**src/humidity_temp_frame_decoder_top_macros.svh**
```systemverilog
// Assertion helpers shared by the decoder RTL.
`ifndef HUMIDITY_TEMP_FRAME_DECODER_TOP_MACROS_SVH
`define HUMIDITY_TEMP_FRAME_DECODER_TOP_MACROS_SVH

`ifndef SYNTHESIS
// Checked on every rising clock edge, off while reset is asserted.
`define HTFD_ASSERT(lbl, clk, rst_n, prop) \
  lbl: assert property (@(posedge clk) disable iff (!rst_n) prop) \
    else $error("htfd assertion failed");
// Same check, held during reset as well.
`define HTFD_ASSERT_ALWAYS(lbl, clk, prop) \
  lbl: assert property (@(posedge clk) prop) \
    else $error("htfd assertion failed");
`else
`define HTFD_ASSERT(lbl, clk, rst_n, prop)
`define HTFD_ASSERT_ALWAYS(lbl, clk, prop)
`endif

`endif

```
**src/htfd_pkg.sv**
```systemverilog
`timescale 1ns / 1ps

package htfd_pkg;

  localparam logic [7:0] CrcInit = 8'hFF;
  localparam logic [7:0] CrcPoly = 8'h31;

  // Byte position inside a frame; anything from IdxIdle up waits for a start.
  localparam logic [2:0] IdxTempHi  = 3'd0;
  localparam logic [2:0] IdxTempLo  = 3'd1;
  localparam logic [2:0] IdxTempCrc = 3'd2;
  localparam logic [2:0] IdxHumHi   = 3'd3;
  localparam logic [2:0] IdxHumLo   = 3'd4;
  localparam logic [2:0] IdxHumCrc  = 3'd5;
  localparam logic [2:0] IdxIdle    = 3'd6;

  localparam int FullScale  = 65535;
  localparam int TempGain   = 1750;
  localparam int TempOffset = 450 * FullScale;
  localparam int HumGain    = 125;
  localparam int HumOffset  = 6 * FullScale;
  localparam int HumMax     = 100 * FullScale;

  localparam int MagW  = 27;  // 1750 * 65535 fits in 27 bits
  localparam int HMagW = 23;  // 125 * 65535 fits in 23 bits
  localparam int QuoW  = MagW - 16;

  localparam logic [6:0] HumFull = 7'd100;

  typedef struct packed {
    logic        bad;
    logic [15:0] temp_raw;
    logic [15:0] hum_raw;
  } frame_t;

  typedef struct packed {
    logic             bad;
    logic             t_neg;
    logic [MagW-1:0]  t_mag;
    logic             h_zero;
    logic             h_full;
    logic [HMagW-1:0] h_mag;
  } conv_t;

  function automatic logic [7:0] crc_byte(input logic [7:0] acc, input logic [7:0] b);
    logic [7:0] c;
    c = acc ^ b;
    for (int k = 0; k < 8; k++) begin
      c = c[7] ? ((c << 1) ^ CrcPoly) : (c << 1);
    end
    return c;
  endfunction

  // x / 65535 for x < 2^27: x = q0*65536 + lo = q0*65535 + (q0 + lo), and
  // q0 + lo stays below twice the divisor, so one correction step is enough.
  function automatic logic [QuoW-1:0] div_full_scale(input logic [MagW-1:0] x);
    logic [QuoW-1:0] q0;
    logic [16:0]     r0;
    q0 = x[MagW-1:16];
    r0 = {1'b0, x[15:0]} + 17'(q0);
    return (r0 >= 17'(FullScale)) ? q0 + QuoW'(1) : q0;
  endfunction

endpackage

```
**src/htfd_in_if.sv**
```systemverilog
`timescale 1ns / 1ps

interface htfd_in_if;
  logic       valid;
  logic       ready;
  logic [7:0] rx_byte;
  logic       frame_start;

  modport source (output valid, output rx_byte, output frame_start, input ready);
  modport sink (input valid, input rx_byte, input frame_start, output ready);
endinterface

```
**src/htfd_out_if.sv**
```systemverilog
`timescale 1ns / 1ps

interface htfd_out_if;
  logic              valid;
  logic              ready;
  logic              status;
  logic signed [11:0] temp_tenths;
  logic [6:0]        humidity_pct;

  modport source (output valid, output status, output temp_tenths, output humidity_pct,
                  input ready);
  modport sink (input valid, input status, input temp_tenths, input humidity_pct,
                output ready);
endinterface

```
**src/htfd_frame.sv**
```systemverilog
`timescale 1ns / 1ps
`include "humidity_temp_frame_decoder_top_macros.svh"

module htfd_frame (
  input  logic            clk_i,
  input  logic            rst_ni,
  htfd_in_if.sink         rx_i,
  output logic            frm_valid_o,
  input  logic            frm_ready_i,
  output htfd_pkg::frame_t frm_o
);
  import htfd_pkg::*;

  logic [2:0]  idx_q, idx_d, idx_cur;
  logic [7:0]  crc_q, crc_d;
  logic [15:0] traw_q, traw_d;
  logic [15:0] hraw_q, hraw_d;
  logic        bad_q, bad_d, bad_cur;
  logic        frm_valid_q, frm_valid_d;
  frame_t      frm_q, frm_d;
  logic        accept;
  logic        emit;

  assign rx_i.ready = !frm_valid_q || frm_ready_i;
  assign accept     = rx_i.valid && rx_i.ready;

  always_comb begin
    idx_cur = rx_i.frame_start ? IdxTempHi : idx_q;
    bad_cur = rx_i.frame_start ? 1'b0 : bad_q;
    idx_d   = idx_q;
    crc_d   = crc_q;
    traw_d  = traw_q;
    hraw_d  = hraw_q;
    bad_d   = bad_q;
    emit    = 1'b0;
    frm_d   = frm_q;
    if (accept) begin
      bad_d = bad_cur;
      idx_d = (idx_cur >= IdxIdle) ? idx_cur : idx_cur + 3'd1;
      unique case (idx_cur)
        IdxTempHi: begin
          crc_d  = crc_byte(CrcInit, rx_i.rx_byte);
          traw_d = {rx_i.rx_byte, 8'h00};
        end
        IdxTempLo: begin
          crc_d  = crc_byte(crc_q, rx_i.rx_byte);
          traw_d = {traw_q[15:8], rx_i.rx_byte};
        end
        IdxTempCrc: begin
          bad_d = (crc_q != rx_i.rx_byte);
        end
        IdxHumHi: begin
          crc_d  = crc_byte(CrcInit, rx_i.rx_byte);
          hraw_d = {rx_i.rx_byte, 8'h00};
        end
        IdxHumLo: begin
          crc_d  = crc_byte(crc_q, rx_i.rx_byte);
          hraw_d = {hraw_q[15:8], rx_i.rx_byte};
        end
        IdxHumCrc: begin
          emit           = 1'b1;
          idx_d          = IdxIdle;
          frm_d.bad      = bad_cur || (crc_q != rx_i.rx_byte);
          frm_d.temp_raw = traw_q;
          frm_d.hum_raw  = hraw_q;
        end
        default: begin
          idx_d = idx_q;
        end
      endcase
    end
    frm_valid_d = emit ? 1'b1 : (frm_ready_i ? 1'b0 : frm_valid_q);
  end

  always_ff @(posedge clk_i or negedge rst_ni) begin
    if (!rst_ni) begin
      idx_q       <= IdxIdle;
      crc_q       <= CrcInit;
      traw_q      <= '0;
      hraw_q      <= '0;
      bad_q       <= 1'b0;
      frm_valid_q <= 1'b0;
    end else begin
      idx_q       <= idx_d;
      crc_q       <= crc_d;
      traw_q      <= traw_d;
      hraw_q      <= hraw_d;
      bad_q       <= bad_d;
      frm_valid_q <= frm_valid_d;
    end
  end

  always_ff @(posedge clk_i) begin
    frm_q <= frm_d;
  end

  assign frm_valid_o = frm_valid_q;
  assign frm_o       = frm_q;

  `HTFD_ASSERT(a_start_restarts, clk_i, rst_ni,
               (accept && rx_i.frame_start) |=> (idx_q == IdxTempLo))
  `HTFD_ASSERT(a_frame_held, clk_i, rst_ni,
               (frm_valid_q && !frm_ready_i) |=> (frm_valid_q && $stable(frm_q)))
endmodule

```
**src/htfd_conv.sv**
```systemverilog
`timescale 1ns / 1ps
`include "humidity_temp_frame_decoder_top_macros.svh"

module htfd_conv (
  input  logic             clk_i,
  input  logic             rst_ni,
  input  logic             frm_valid_i,
  output logic             frm_ready_o,
  input  htfd_pkg::frame_t frm_i,
  htfd_out_if.source       res_o
);
  import htfd_pkg::*;

  // Stage A: scale and offset, take magnitudes.
  logic            a_valid_q, a_ready;
  conv_t           a_q, a_d;
  logic [MagW-1:0] t_prod;
  logic [HMagW-1:0] h_prod;

  // Stage B: divide by full scale, apply sign, clamp and error zeroing.
  logic               o_valid_q, o_ready;
  logic               o_status_q, o_status_d;
  logic signed [11:0] o_temp_q, o_temp_d;
  logic [6:0]         o_hum_q, o_hum_d;
  logic [QuoW-1:0]    t_quo, h_quo;
  logic [11:0]        t_quo_ext;

  assign o_ready     = !o_valid_q || res_o.ready;
  assign a_ready     = !a_valid_q || o_ready;
  assign frm_ready_o = a_ready;

  always_comb begin
    t_prod   = MagW'(frm_i.temp_raw) * MagW'(TempGain);
    h_prod   = HMagW'(frm_i.hum_raw) * HMagW'(HumGain);
    a_d.bad  = frm_i.bad;
    a_d.t_neg = t_prod < MagW'(TempOffset);
    a_d.t_mag = a_d.t_neg ? MagW'(TempOffset) - t_prod : t_prod - MagW'(TempOffset);
    a_d.h_zero = h_prod < HMagW'(HumOffset);
    a_d.h_mag  = h_prod - HMagW'(HumOffset);
    a_d.h_full = !a_d.h_zero && (a_d.h_mag > HMagW'(HumMax));
  end

  always_comb begin
    t_quo     = div_full_scale(a_q.t_mag);
    h_quo     = div_full_scale(MagW'(a_q.h_mag));
    t_quo_ext = 12'(t_quo);
    o_status_d = a_q.bad;
    if (a_q.bad) begin
      o_temp_d = '0;
      o_hum_d  = '0;
    end else begin
      o_temp_d = a_q.t_neg ? $signed(-t_quo_ext) : $signed(t_quo_ext);
      priority if (a_q.h_zero) begin
        o_hum_d = '0;
      end else if (a_q.h_full) begin
        o_hum_d = HumFull;
      end else begin
        o_hum_d = h_quo[6:0];
      end
    end
  end

  always_ff @(posedge clk_i or negedge rst_ni) begin
    if (!rst_ni) begin
      a_valid_q <= 1'b0;
      o_valid_q <= 1'b0;
    end else begin
      if (a_ready) begin
        a_valid_q <= frm_valid_i;
      end
      if (o_ready) begin
        o_valid_q <= a_valid_q;
      end
    end
  end

  always_ff @(posedge clk_i) begin
    if (a_ready && frm_valid_i) begin
      a_q <= a_d;
    end
    if (o_ready && a_valid_q) begin
      o_status_q <= o_status_d;
      o_temp_q   <= o_temp_d;
      o_hum_q    <= o_hum_d;
    end
  end

  assign res_o.valid        = o_valid_q;
  assign res_o.status       = o_status_q;
  assign res_o.temp_tenths  = o_temp_q;
  assign res_o.humidity_pct = o_hum_q;

  `HTFD_ASSERT(a_stage_moves, clk_i, rst_ni, (a_valid_q && o_ready) |=> o_valid_q)
  `HTFD_ASSERT(a_error_zeroes, clk_i, rst_ni,
               (o_valid_q && o_status_q) |-> (o_temp_q == 12'sd0 && o_hum_q == 7'd0))
  `HTFD_ASSERT(a_hum_range, clk_i, rst_ni, o_valid_q |-> (o_hum_q <= HumFull))
  `HTFD_ASSERT_ALWAYS(a_reset_empty, clk_i, !rst_ni |-> (!o_valid_q && !a_valid_q))
endmodule

```
**src/humidity_temp_frame_decoder_top.sv**
```systemverilog
`timescale 1ns / 1ps
// Channel  Dir  Handshake      Payload
// rx_i     in   valid / ready  rx_byte[7:0], frame_start
// res_o    out  valid / ready  status, temp_tenths[11:0] signed, humidity_pct[6:0]
//
// One byte per cycle while rx_i.ready is high; the CRC is a byte-wide step in the frame tracker.
// After the sixth byte is taken, a result passes the frame, scale and divide registers in turn.
// rst_ni (async, active low) puts the tracker idle until a frame_start byte.
// res_o stalls back up stage by stage; rx_i.ready drops only when the frame
// register is full and cannot move on.

module humidity_temp_frame_decoder_top (
  input  logic       clk_i,
  input  logic       rst_ni,
  htfd_in_if.sink    rx_i,
  htfd_out_if.source res_o
);
  import htfd_pkg::*;

  logic   frm_valid;
  logic   frm_ready;
  frame_t frm;

  htfd_frame u_frame (
    .clk_i       (clk_i),
    .rst_ni      (rst_ni),
    .rx_i        (rx_i),
    .frm_valid_o (frm_valid),
    .frm_ready_i (frm_ready),
    .frm_o       (frm)
  );

  htfd_conv u_conv (
    .clk_i       (clk_i),
    .rst_ni      (rst_ni),
    .frm_valid_i (frm_valid),
    .frm_ready_o (frm_ready),
    .frm_i       (frm),
    .res_o       (res_o)
  );
endmodule

```
**src/flat_wrapper.sv**
```systemverilog
// flat-port wrapper written by rule: the top's interface ports become plain ports
module humidity_temp_frame_decoder_top_flat import htfd_pkg::*;
  (clk_i, rst_ni, rx_i_valid, rx_i_rx_byte, rx_i_frame_start, rx_i_ready, res_o_valid, res_o_status, res_o_temp_tenths, res_o_humidity_pct, res_o_ready);
  htfd_in_if rx_i_i ();
  htfd_out_if res_o_i ();
  input  logic clk_i;
  input  logic rst_ni;
  input wire logic [$bits(rx_i_i.valid)-1:0] rx_i_valid;
  input wire logic [$bits(rx_i_i.rx_byte)-1:0] rx_i_rx_byte;
  input wire logic [$bits(rx_i_i.frame_start)-1:0] rx_i_frame_start;
  output wire logic [$bits(rx_i_i.ready)-1:0] rx_i_ready;
  output wire logic [$bits(res_o_i.valid)-1:0] res_o_valid;
  output wire logic [$bits(res_o_i.status)-1:0] res_o_status;
  output wire logic [$bits(res_o_i.temp_tenths)-1:0] res_o_temp_tenths;
  output wire logic [$bits(res_o_i.humidity_pct)-1:0] res_o_humidity_pct;
  input wire logic [$bits(res_o_i.ready)-1:0] res_o_ready;
  assign rx_i_i.valid = rx_i_valid;
  assign rx_i_i.rx_byte = rx_i_rx_byte;
  assign rx_i_i.frame_start = rx_i_frame_start;
  assign rx_i_ready = rx_i_i.ready;
  assign res_o_valid = res_o_i.valid;
  assign res_o_status = res_o_i.status;
  assign res_o_temp_tenths = res_o_i.temp_tenths;
  assign res_o_humidity_pct = res_o_i.humidity_pct;
  assign res_o_i.ready = res_o_ready;
  humidity_temp_frame_decoder_top u_core (.clk_i(clk_i), .rst_ni(rst_ni), .rx_i(rx_i_i), .res_o(res_o_i));
endmodule
```
**config.mk**
```make
export PLATFORM = sky130hd
export DESIGN_NAME = humidity_temp_frame_decoder_top_flat
export DESIGN_NICKNAME = d
export VERILOG_FILES = /design/src/htfd_pkg.sv /design/src/htfd_in_if.sv /design/src/htfd_out_if.sv /design/src/htfd_frame.sv /design/src/htfd_conv.sv /design/src/humidity_temp_frame_decoder_top.sv /design/src/flat_wrapper.sv
export VERILOG_INCLUDE_DIRS = /design/src /design/src/src
export SDC_FILE = /design/constraint.sdc
export NUM_CORES = 1
export LEC_CHECK = 0
export ABC_AREA = 1
export BUFFER_PORTS_ARGS = -buffer_cell sky130_fd_sc_hd__buf_2
export CAP_MARGIN = 20
export CELL_PAD_IN_SITES_DETAIL_PLACEMENT = 0
export CELL_PAD_IN_SITES_GLOBAL_PLACEMENT = 2
export CORE_UTILIZATION = 40
export CTS_CLUSTER_DIAMETER = 60
export DETAILED_ROUTE_END_ITERATION = 16
export GPL_TIMING_DRIVEN = 0
export PLACE_DENSITY_LB_ADDON = 0.05
export SYNTH_ARGS = -nofsm -noshare
export SYNTH_HDL_FRONTEND = slang
export SYNTH_HIERARCHICAL = 1
export SYNTH_SLANG_ARGS = --single-unit
```
**constraint.sdc**
```tcl
create_clock -name clk_i -period 6.9 [get_ports clk_i]
set_input_delay 0 -clock clk_i [delete_from_list [all_inputs] [get_ports clk_i]]
set_output_delay 0 -clock clk_i [all_outputs]
set_load 0.02 [all_outputs]
```
==> flow_summary.yaml <==
critical_path:
  critical-path-top-delay-family: "adder cells"
  worstPathArrival_ns: 6.10
  worst_ep_required_time_ns: 7.05
  path_buf_inv: 4
  reg2reg_depth: 23
  slowest_delay_ns: 0.58
  worstSetupEndpointType: "flip-flop"
  cp-start-kind: "flip-flop"
  cp.depth: 23
  cp_max_fo: 10
  crit_path_top_delay_cell: "fa_1"
  worstPathCellList: "ha_1, inv_1, fa_1, inv_1, fa_1, fa_1, fa_1, ha_1, nand2_1, nor2_1, nand3_1, nand3_1, nand2_1, nand2_1, xnor2_2, nand3_2, nor2_2, nand4_1, nand3_4, inv_4, buf_6, nand2_1, nand2_1"
  cpMostUsedCell: "nand2_1"
  worstSetupPathType: "flip-flop to flip-flop"
layout:
  final_nets: 2412
  seqCellArea_sq_um: 4370
  multi_input_area_sq_um: 10400
  final_layout_size_suffix_gt1_share_pct: 8.40
  antenna-diode-count: 0
  area_delta_synth_final_pct: 9.90
  fillCellCount: 4093
timing:
  min_period_ns: 5.95
  finalSetupViolations: 0
  hold_violations: 0
  fin_tns_setup_ns: 0
  worstMarginPinSlew_ns: 0.921
  rsz0062_at_grt: "no"
  fin_crit_sh_pct: 86.2
  clock.fmax_mhz: 168
  max_slew_margin_pct: 38.5
  final-max-slew-violation-count: 0
  skew_ns: 0.0116
clock_tree:
  cts_tree: "yes"
  cts-buffers-inserted: 17
  numClockSinks: 153
  clock_path_buffers: 2
  clk_pin_slew_ns: 0.06
  root_buffer: "clkbuf_16"
  cts_max_level: 4
  clk_latency_ns: 0.44
synth:
  synth.net_count: 2351
  async_reset_ff_share_pct: 30.7
  ys_ff_latch: 153
  syn_inst: 2056
  syn_area_per_cell_sq_um: 8.00
  synthDistinctLibCells: 58
  yosysSeqAreaShare_pct: 26.6
  ys_warn_count: 6
  ys.flop_type: "edfxtp_1"
  synth_edf_count: 106
  syn_area_sq_um: 16400
place:
  finalWeightedCongestion: 0.863
  hpwl_mm: 31.7
  port_buffers: 28
drt:
  ant_nets: 0
  vias: 12700
  firstDrtPassIters: 5
  drtIter0Drc: 425
  avgViaCountPerCell: 4.77
  drcViolationCount: 0
  totalWireLength_mm: 37.5
  avgRoutedWirePerCell_microns: 14.1
grt:
  grt_use_met3_pct: 2.37
  met1_usage_pct: 25.8
  grt_use_total_pct: 19.1
  met2_usage_pct: 31.9
  grt_pass1_wl_mm: 63.4
  busiest_layer: "met2"
  overflow: 0
  grt_antenna_before_repair: 0
  grt_start_max_net_pins: 37
  grt_pass1_vias: 12700
die:
  num_rows: 73
  dieHeight_microns: 205
  fp.dieW_microns: 205
  die_area_sq_um: 41900
  initial_core_util_pct: 41.0
  core-area_sq_um: 40100
  pin_count: 35
power:
  p_leak_nw: 9.08
  p_per_area_nw_per_um2: 271
  peakVddDrop_mv: 0.174
  power.total_mw: 4.90
outcome:
  status: "finished clean"
min_path:
  min_path_type: "primary input to flip-flop"
  hold_depth: 4
run:
  maxCapViolations: 0
[cell usage after synthesis (7+ instances only)]
master    count  share of area, %
xor2_1       63               3.4
inv_1       380               8.7
edfxtp_1    106                19
buf_2         8              0.24
fa_1        117                14
ha_1        165                13
inv_2        16              0.37
a21oi_1      68               2.1
nor2_1      153               3.5
nand2_1     503                11
dfstp_2      10               1.6
nor2_2       15              0.57
o21ai_0      60               1.8
nand4_1      20              0.76
nand3_1     159               4.8
xnor2_1      28               1.5
xor2_2        9              0.89
nand3b_1      7              0.32
o21ai_1      17              0.52
nor3_1       23              0.70
nand2_2      10              0.38
dfrtp_1      37               5.6
[placed cells by master, fill, tap and decap left out, types with 5 or more instances in the layout]
cell / Yosys / layout
a21oi_1: 68 / 67
a21oi_2: 6 / 7
buf_2: 8 / 36
buf_6: 5 / 5
clkbuf_1: 2 / 5
clkbuf_16: 0 / 22
dfrtp_1: 37 / 37
dfstp_2: 10 / 10
dlygate4sd3_1: 0 / 11
edfxtp_1: 106 / 106
fa_1: 117 / 117
ha_1: 165 / 165
inv_1: 380 / 379
inv_2: 16 / 17
nand2_1: 503 / 503
nand2_2: 10 / 10
nand3_1: 159 / 159
nand3_2: 6 / 6
nand3b_1: 7 / 7
nand4_1: 20 / 20
nor2_1: 153 / 152
nor2_2: 15 / 15
nor2_4: 5 / 6
nor3_1: 23 / 23
o21ai_0: 60 / 60
o21ai_1: 17 / 17
o21ai_2: 6 / 6
xnor2_1: 28 / 28
xor2_1: 63 / 63
xor2_2: 9 / 9
[tightest hold or removal path, stage by stage]
cell	delay (ns)
buf_2	0.16
inv_1	0.06
nand2_1	0.05
nand2_1	0.09
[where the power goes]
group / internal, mW / switching (mW) / total [mW] / leakage (nW)
combinational: 0.912 / 1.71 / 2.63 / 7.22
sequential: 1.21 / 0.0700 / 1.28 / 1.54
clock: 0.632 / 0.366 / 0.998 / 0.320
total: 2.75 / 2.15 / 4.90 / 9.08
[sequential cells by signal, summed over array words and instances (netlist names)]
register / flops
u_core/u_conv/res_o.status: 1
u_core/u_frame/frm_valid_o: 1
u_core/u_frame/frm_o: 33
u_core/u_conv/a_valid_q: 1
u_core/u_frame/traw_q: 16
u_core/u_conv/res_o.temp_tenths: 12
u_core/u_conv/res_o.valid: 1
u_core/u_conv/a_q: 52
u_core/u_conv/res_o.humidity_pct: 7
u_core/u_frame/bad_q: 1
u_core/u_frame/hraw_q: 16
u_core/u_frame/crc_q: 8
u_core/u_frame/idx_q: 3
u_core/u_conv/o_status_d: 1
[stage by stage]
step / hold WS (ns) / instance area [sq um] / utilization, % / setup WS, ns / std cells
CTS: 0.0117 / 18100 / 45.1 / 0.859 / 2655
global route: 0.0458 / 18100 / 45.1 / 0.552 / 2655
floorplan: -0.296 / 16400 / - / 1.61 / 2056
finish: 0.0466 / 18100 / 45.1 / 0.950 / 2655
global placement: 0.259 / 17200 / 43.0 / 0.891 / 2609
detailed placement: -0.0903 / 17300 / 43.2 / 0.883 / 2612
[worst paths after layout]
path / from / to / slack, ns
max: u_core/u_frame/frm_o[21] / u_core/u_conv/a_q[35] / 0.95
min: rx_i_frame_start / u_core/u_frame/frm_o[32] / 0.05
max reg2reg: u_core/u_frame/frm_o[21] / u_core/u_conv/a_q[35] / 0.95
min reg2reg: u_core/u_frame/traw_q[10] / u_core/u_frame/frm_o[26] / 0.44
max in group asynchronous: rst_ni / u_core/u_frame/hraw_q[8] / 5.94
min in group asynchronous: rst_ni / u_core/u_frame/crc_q[6] / 0.13
[what timing repair did]
action                    in CTS  in global routing
hold endpoints to repair      68                  0
hold buffers                  11                  0
buffers inserted               0                  0
gates resized for setup        0                  0
[cells by family after synthesis]
group / synth area share (%)
fa+ha+maj: 26.8
simple gates: 24.0
xor+xnor: 5.94
compound gates: 6.63
flops: 26.6
buf+inv: 10.0
[layer usage]
metal	routed length, microns	up-vias
li1	-	6636
met1	18600	5838
met2	17500	141
met3	745	39
met4	675	0
met5	0	-
[final cells by class]
| cell class | count | share of cell area, % |
|---|---|---|
| Clock buffer | 28 | 3.34 |
| Tap cell | 525 | 3.64 |
| Clock inverter | 4 | 0.242 |
| Timing Repair Buffer | 42 | 1.73 |
| Multi-Input combinational cell | 1484 | 57.8 |
| Sequential cell | 153 | 24.2 |
| Buffer | 19 | 0.769 |
| Inverter | 400 | 8.34 |
Note: power is estimated with default switching activity, not from simulation.
